$ cat src/hdl/lgs_pkg.sv
// Shared types, codes and constants for the life grid generation step block.
package lgs_pkg;

	localparam int MAX_WIDTH_DEF  = 64;
	localparam int MAX_HEIGHT_DEF = 64;

	localparam int CFG_W     = 7;
	localparam int CFG_IDX_W = 1;
	localparam int FUNC_W    = 2;
	localparam int COORD_W   = 6;
	localparam int NCNT_W    = 4;

	localparam logic [CFG_W-1:0]  GRID_RESET = 7'd64;
	localparam logic [NCNT_W-1:0] LIVE_LOW   = 4'd2;
	localparam logic [NCNT_W-1:0] LIVE_HIGH  = 4'd3;

	typedef enum logic [FUNC_W-1:0] {
		FUNC_SET   = 2'd0,
		FUNC_QUERY = 2'd1,
		FUNC_STEP  = 2'd2
	} func_t;

	typedef enum logic [CFG_IDX_W-1:0] {
		REG_GRID_WIDTH  = 1'b0,
		REG_GRID_HEIGHT = 1'b1
	} reg_idx_t;

	typedef enum logic [2:0] {
		ST_CLEAR,
		ST_IDLE,
		ST_DECODE,
		ST_MODIFY,
		ST_LOAD1,
		ST_ROW,
		ST_DONE
	} state_t;

	typedef enum logic [2:0] {
		RD_NONE,
		RD_ITEM,
		RD_CNT,
		RD_CNT1,
		RD_CNT2
	} rd_sel_t;

	typedef enum logic [1:0] {
		WR_NONE,
		WR_ZERO,
		WR_SET,
		WR_STEP
	} wr_sel_t;

	typedef struct packed {
		logic    take_item;
		logic    cnt_inc;
		rd_sel_t rd_sel;
		wr_sel_t wr_sel;
		logic    win_load;
		logic    win_shift;
		logic    alive_load;
		logic    res_load;
	} cmd_t;

	typedef struct packed {
		logic [FUNC_W-1:0] func;
		logic              in_range;
		logic              grid_empty;
		logic              last_row;
		logic              last_clear;
		logic              out_free;
	} status_t;

endpackage

$ cat src/hdl/lgs_ctrl.sv
// Controller state machine: sequences clear sweep, set/query and generation step.
module lgs_ctrl (
	input  logic             clk,
	input  logic             arst_n,
	input  logic             req_valid,
	output logic             req_ready,
	input  lgs_pkg::status_t st,
	output lgs_pkg::cmd_t    cmd
);

	lgs_pkg::state_t state_q, state_nxt;
	logic            is_sq;

	assign is_sq = (st.func == lgs_pkg::FUNC_SET) || (st.func == lgs_pkg::FUNC_QUERY);

	always_ff @(posedge clk or negedge arst_n) begin
		if (!arst_n) begin
			state_q <= lgs_pkg::ST_CLEAR;
		end else begin
			state_q <= state_nxt;
		end
	end

	always_comb begin
		state_nxt = state_q;
		case (state_q)
			lgs_pkg::ST_CLEAR: begin
				if (st.last_clear) state_nxt = lgs_pkg::ST_IDLE;
			end
			lgs_pkg::ST_IDLE: begin
				if (req_valid) state_nxt = lgs_pkg::ST_DECODE;
			end
			lgs_pkg::ST_DECODE: begin
				if (is_sq && st.in_range) begin
					state_nxt = lgs_pkg::ST_MODIFY;
				end else if (st.func == lgs_pkg::FUNC_STEP && !st.grid_empty) begin
					state_nxt = lgs_pkg::ST_LOAD1;
				end else begin
					state_nxt = lgs_pkg::ST_DONE;
				end
			end
			lgs_pkg::ST_MODIFY: state_nxt = lgs_pkg::ST_DONE;
			lgs_pkg::ST_LOAD1:  state_nxt = lgs_pkg::ST_ROW;
			lgs_pkg::ST_ROW: begin
				if (st.last_row) state_nxt = lgs_pkg::ST_DONE;
			end
			lgs_pkg::ST_DONE: begin
				if (st.out_free) state_nxt = lgs_pkg::ST_IDLE;
			end
			default: state_nxt = lgs_pkg::ST_CLEAR;
		endcase
	end

	always_comb begin
		cmd        = '0;
		cmd.rd_sel = lgs_pkg::RD_NONE;
		cmd.wr_sel = lgs_pkg::WR_NONE;
		req_ready  = 1'b0;
		case (state_q)
			lgs_pkg::ST_CLEAR: begin
				cmd.wr_sel  = lgs_pkg::WR_ZERO;
				cmd.cnt_inc = !st.last_clear;
			end
			lgs_pkg::ST_IDLE: begin
				req_ready     = 1'b1;
				cmd.take_item = req_valid;
			end
			lgs_pkg::ST_DECODE: begin
				if (is_sq && st.in_range) begin
					cmd.rd_sel = lgs_pkg::RD_ITEM;
				end else if (st.func == lgs_pkg::FUNC_STEP && !st.grid_empty) begin
					cmd.rd_sel = lgs_pkg::RD_CNT;
				end
			end
			lgs_pkg::ST_MODIFY: begin
				if (st.func == lgs_pkg::FUNC_SET) begin
					cmd.wr_sel = lgs_pkg::WR_SET;
				end else begin
					cmd.alive_load = 1'b1;
				end
			end
			lgs_pkg::ST_LOAD1: begin
				cmd.win_load = 1'b1;
				cmd.rd_sel   = lgs_pkg::RD_CNT1;
			end
			lgs_pkg::ST_ROW: begin
				// write back row r while row r+2 is fetched
				cmd.win_shift = 1'b1;
				cmd.wr_sel    = lgs_pkg::WR_STEP;
				cmd.rd_sel    = lgs_pkg::RD_CNT2;
				cmd.cnt_inc   = !st.last_row;
			end
			lgs_pkg::ST_DONE: begin
				cmd.res_load = st.out_free;
			end
			default: begin
				cmd = '0;
			end
		endcase
	end

	a_res_only_when_free: assert property (@(posedge clk) disable iff (!arst_n)
		cmd.res_load |-> st.out_free)
		else $error("result loaded while response register still held");

	a_clear_once: assert property (@(posedge clk) disable iff (!arst_n)
		state_q != lgs_pkg::ST_CLEAR |=> state_q != lgs_pkg::ST_CLEAR)
		else $error("clear sweep re-entered after reset");

endmodule

$ cat config.mk
export PLATFORM = sky130hd
export DESIGN_NAME = lgs_ctrl
export DESIGN_NICKNAME = d
export VERILOG_FILES = /design/src/hdl/lgs_pkg.sv /design/src/hdl/lgs_ctrl.sv
export SDC_FILE = /design/constraint.sdc
export NUM_CORES = 1
export LEC_CHECK = 0
export BUFFER_PORTS_ARGS = -buffer_cell sky130_fd_sc_hd__buf_2
export CORE_AREA = 2 2 39 41
export DETAILED_ROUTE_END_ITERATION = 7
export DIE_AREA = 0 0 41 43
export PLACE_DENSITY = 0.64
export SYNTH_ARGS = -nofsm -noshare
export SYNTH_HDL_FRONTEND = slang
export SYNTH_SLANG_ARGS = --single-unit
$ cat constraint.sdc
create_clock -name clk -period 3.5 [get_ports clk]
set_input_delay 0.525 -clock clk [delete_from_list [all_inputs] [get_ports clk]]
set_output_delay 0.525 -clock clk [all_outputs]
set_load 0.01 [all_outputs]
After elaboration in Yosys (flattened, before gate mapping)

Cells that the tools add are included.

Bits in registers: 3
Output and inout port bits: 12

Equal/unequal tests: 12
Muxes and demuxes: 20
Reductions and logical operators: 9

Operators by type and width:

| operator             | count |
|---|---|
| $pmux W3 S7          | 1 |
| $mux W3              | 5 |
| $eq A3 B3 Y1 const B | 3 |
| $pmux W3 S3          | 1 |
| $mux W2              | 4 |
| $ne A2 B2 Y1 const B | 4 |
| $mux W1              | 7 |
| $eq A3 B2 Y1 const B | 2 |
| $pmux W2 S3          | 1 |
| $reduce_and A4 Y1    | 1 |
| $eq A3 B1 Y1 const B | 1 |
| $logic_not A1 Y1     | 3 |
| $logic_not A3 Y1     | 1 |
| $eq A2 B1 Y1 const B | 1 |
| $eq A2 B2 Y1 const B | 1 |
| $logic_and A1 B1 Y1  | 2 |
| $logic_not A2 Y1     | 1 |
| $pmux W1 S2          | 1 |
| $logic_or A1 B1 Y1   | 1 |

Longest topological paths before layout

Word-level depth: 5
Gate-level depth with buffers: 5
Depth with buffers taken out: 4

Least setup slack after synthesis

OpenSTA, ideal clock, no wires.

Path type: register to output
Start: reg state_q[2]
End: out cmd[5] in the netlist's numbering
Arrival time: 1.031 ns
Setup slack: 1.944 ns
Stages on the path, launching flop included: 6
Cell sequence: dfrtp_1 > buf_4 > nand2b_1 > nor3_1 > nor2_1 > nor2_1

RTL lines:

| element                  | line           | RTL |
|---|---|---|
| start: declaration       | lgs_ctrl.sv:11 | `lgs_pkg::state_t state_q, state_nxt;` |
| start signal: assignment | lgs_ctrl.sv:18 | `state_q <= lgs_pkg::ST_CLEAR;` |
| start signal: assignment | lgs_ctrl.sv:20 | `state_q <= state_nxt;` |
| end: declaration         | lgs_ctrl.sv:8  | `output lgs_pkg::cmd_t cmd` |

==> run metrics <==
GPL Wtd Cong between 0.7 and 0.8; clock sink count 3; Finished Layout Cells 85; GRT Total Usage 11.2%; count of cell types in the netlist 23; Post-CTS Hold Fix Bufs 0; CTS buffer count 3; final hold violation count 0; die height around 43 µm; Port-buffer cells 21; Max Fclk ~500 MHz; sequential-to-total area share from yosys stat 22.7%; synth top area cells dfrtp_1 23%, nor2_1 14%, a21oi_1 6.1%, nand2b_1 5.7%, o21ai_0 4.5%; syn_area_per_cell about 7.0 µm²; largest net degree at the start of global routing 14; antenna cells 0; Syn Nets 57; Reg2Reg Depth 4; crit path max fanout 10; Final Max Tran Viols 0; top cell type by total area after synthesis dfrtp_1; design area approximately 460 µm²; crit path to cmd[5]; Layout area overhead 38.6%; Fin Clk Skew 0.000330 ns; PD cells a little over 900 nW/µm²; WS Path Type flip-flop to output pin; reg2reg end state_q[0]; Residual DRC 0; clock-pin slew on the worst setup and hold paths approximately 0.040 ns; Top-Level Pins 22; H-Tree Depth 1; CP startpoint kind flip-flop; setup_tns 0 ns; Largest Register state_q; reg2reg start state_q[1]; Via Count 390; RSZ-0062 raised after global routing no; Placed Instances just over 80; top flop regs state_q x3; core region area between 1000 and 1500 µm²; Die ar. roughly 1800 µm²; std cell rows 14; post-cts repair resize count 0; Detail Route Antenna Nets 0; post-synthesis instance total 47; Hold Slack about 0.074 ns; TritonCTS clock tree yes; vias in the first global route between 300 and 400; remaining global-route overflow 0; hpwl dp around 640 µm; insertion delay to the later sink of the worst-skew pair roughly 0.24 ns; Hold Path Class input pin to asynchronous set/reset pin; CTS root buffer clkbuf_4; Detailed Route WL around 840 µm; CP arrival between 1 and 1.5 ns; outcome completed; final net count 80; IR drop worst, VDD 0.239 mV; initial antenna violation count 0; post-synth top area share between 20% and 30%; Mapped Area 330 µm²; starting density of the core between 20% and 30%; max_cap viols 0; area of placed instances roughly 430 µm²; max_slew headroom 73.7%; max reg flops 3; post-route clock period utilization 56.6%; most common cell after layout, fill and taps aside buf_2; share of cells above drive strength 1 between 30% and 40%; Initial DRC Count 4; data required time of the critical path 2.97 ns; Via density approximately 4.6; final setup violation count 0; wire per inst between 9 and 10 µm; Setup Buffers After CTS 0; commonest cells after routing, fill and taps aside 21 x buf_2, 12 x nor2_1, 4 x a21oi_1; Ys Warns 0; leakage ~0.25 nW; first-pass GRT wire length between 1 and 1.5 mm; die width a little over 40 µm; Reg2Reg Setup Slack between 2 and 2.5 ns; Worst setup EP type output pin; DRT Pass-1 Iters 2; clk buf depth 2; Seq cells post-synth 3; pin slew with the least headroom to its limit about 0.4 ns; fin crit period between 1.5 and 2 ns; Crit. Startpoint state_q[2]
[synthesized netlist by cell type]
cell,number
a21o_1,1
a21oi_1,4
a31oi_1,2
and2_1,1
buf_2,1
buf_4,1
buf_6,1
dfrtp_1,3
inv_1,3
mux2i_1,1
nand2_4,1
nand2b_1,3
nand4_1,1
nor2_1,12
nor2b_1,1
nor3_1,2
nor3b_1,1
o211ai_2,1
o21ai_0,3
o21ai_1,1
or3_1,1
or3_4,1
xor2_1,1
[power by group]
| group | internal (mW) | leakage (nW) | total (mW) | switching [mW] |
|---|---|---|---|---|
| Combinational | 0.113 | 0.200 | 0.246 | 0.133 |
| Clock | 0.0429 | 0.0150 | 0.0632 | 0.0203 |
| Sequential | 0.0531 | 0.0360 | 0.113 | 0.0596 |
| Total | 0.209 | 0.251 | 0.422 | 0.213 |
[stage by stage]
stage               utilization (%)  setup slack (ns)  total power, mW
floorplan                         -              1.94            0.297
global placement               31.2              1.79            0.357
detailed placement             31.2              1.77            0.360
CTS                            33.1              1.49            0.428
global route                   33.1              1.39            0.463
finish                         33.1              1.52            0.422
[worst max-delay path, cell delays in order, from the launching register on]
cell and delay [ns]:
dfrtp_1 0.50, nand2b_1 0.28, nor3_1 0.17, nor2_1 0.06, nor2_1 0.08, buf_2 0.13
[worst min path at each step]
stage                 from  cells after the start    endpoint
floorplan           arst_n                      0  state_q[0]
global placement    arst_n                      1  state_q[2]
detailed placement  arst_n                      1  state_q[2]
CTS                 arst_n                      1  state_q[0]
global route        arst_n                      1  state_q[2]
finish              arst_n                      1  state_q[1]
[layout make-up]
| cell class | instances | area, µm² |
|---|---|---|
| well taps | 16 | 20.0 |
| repair buffers | 21 | 105 |
| inverters | 3 | 11.3 |
| fillers | 160 | 926 |
| multi-input cells | 38 | 220 |
| clock buffers | 4 | 26.3 |
| flip-flops and latches | 3 | 75.1 |
[per-layer routing]
layer	track usage [%]	wire length, µm	vias up
met2	18.4	418	15
li1	-	-	206
met3	1.57	64	2
met4	8.00	21	0
met5	0	0	-
met1	12.0	335	167
[logic make-up (layout without fill, tap and decap cells)]
family                    count (synthesis)  after routing  share of synthesized area (%)
buffers and inverters                     6             28                           10.6
and+or+nand+nor                          24             24                           39.0
AOI/OAI and AO/OA                        12             12                           22.0
DFF                                       3              3                           22.7
xor gates and xnor gates                  1              1                           2.65
muxes                                     1              1                           3.03
Power figures use the tool's default switching activity.
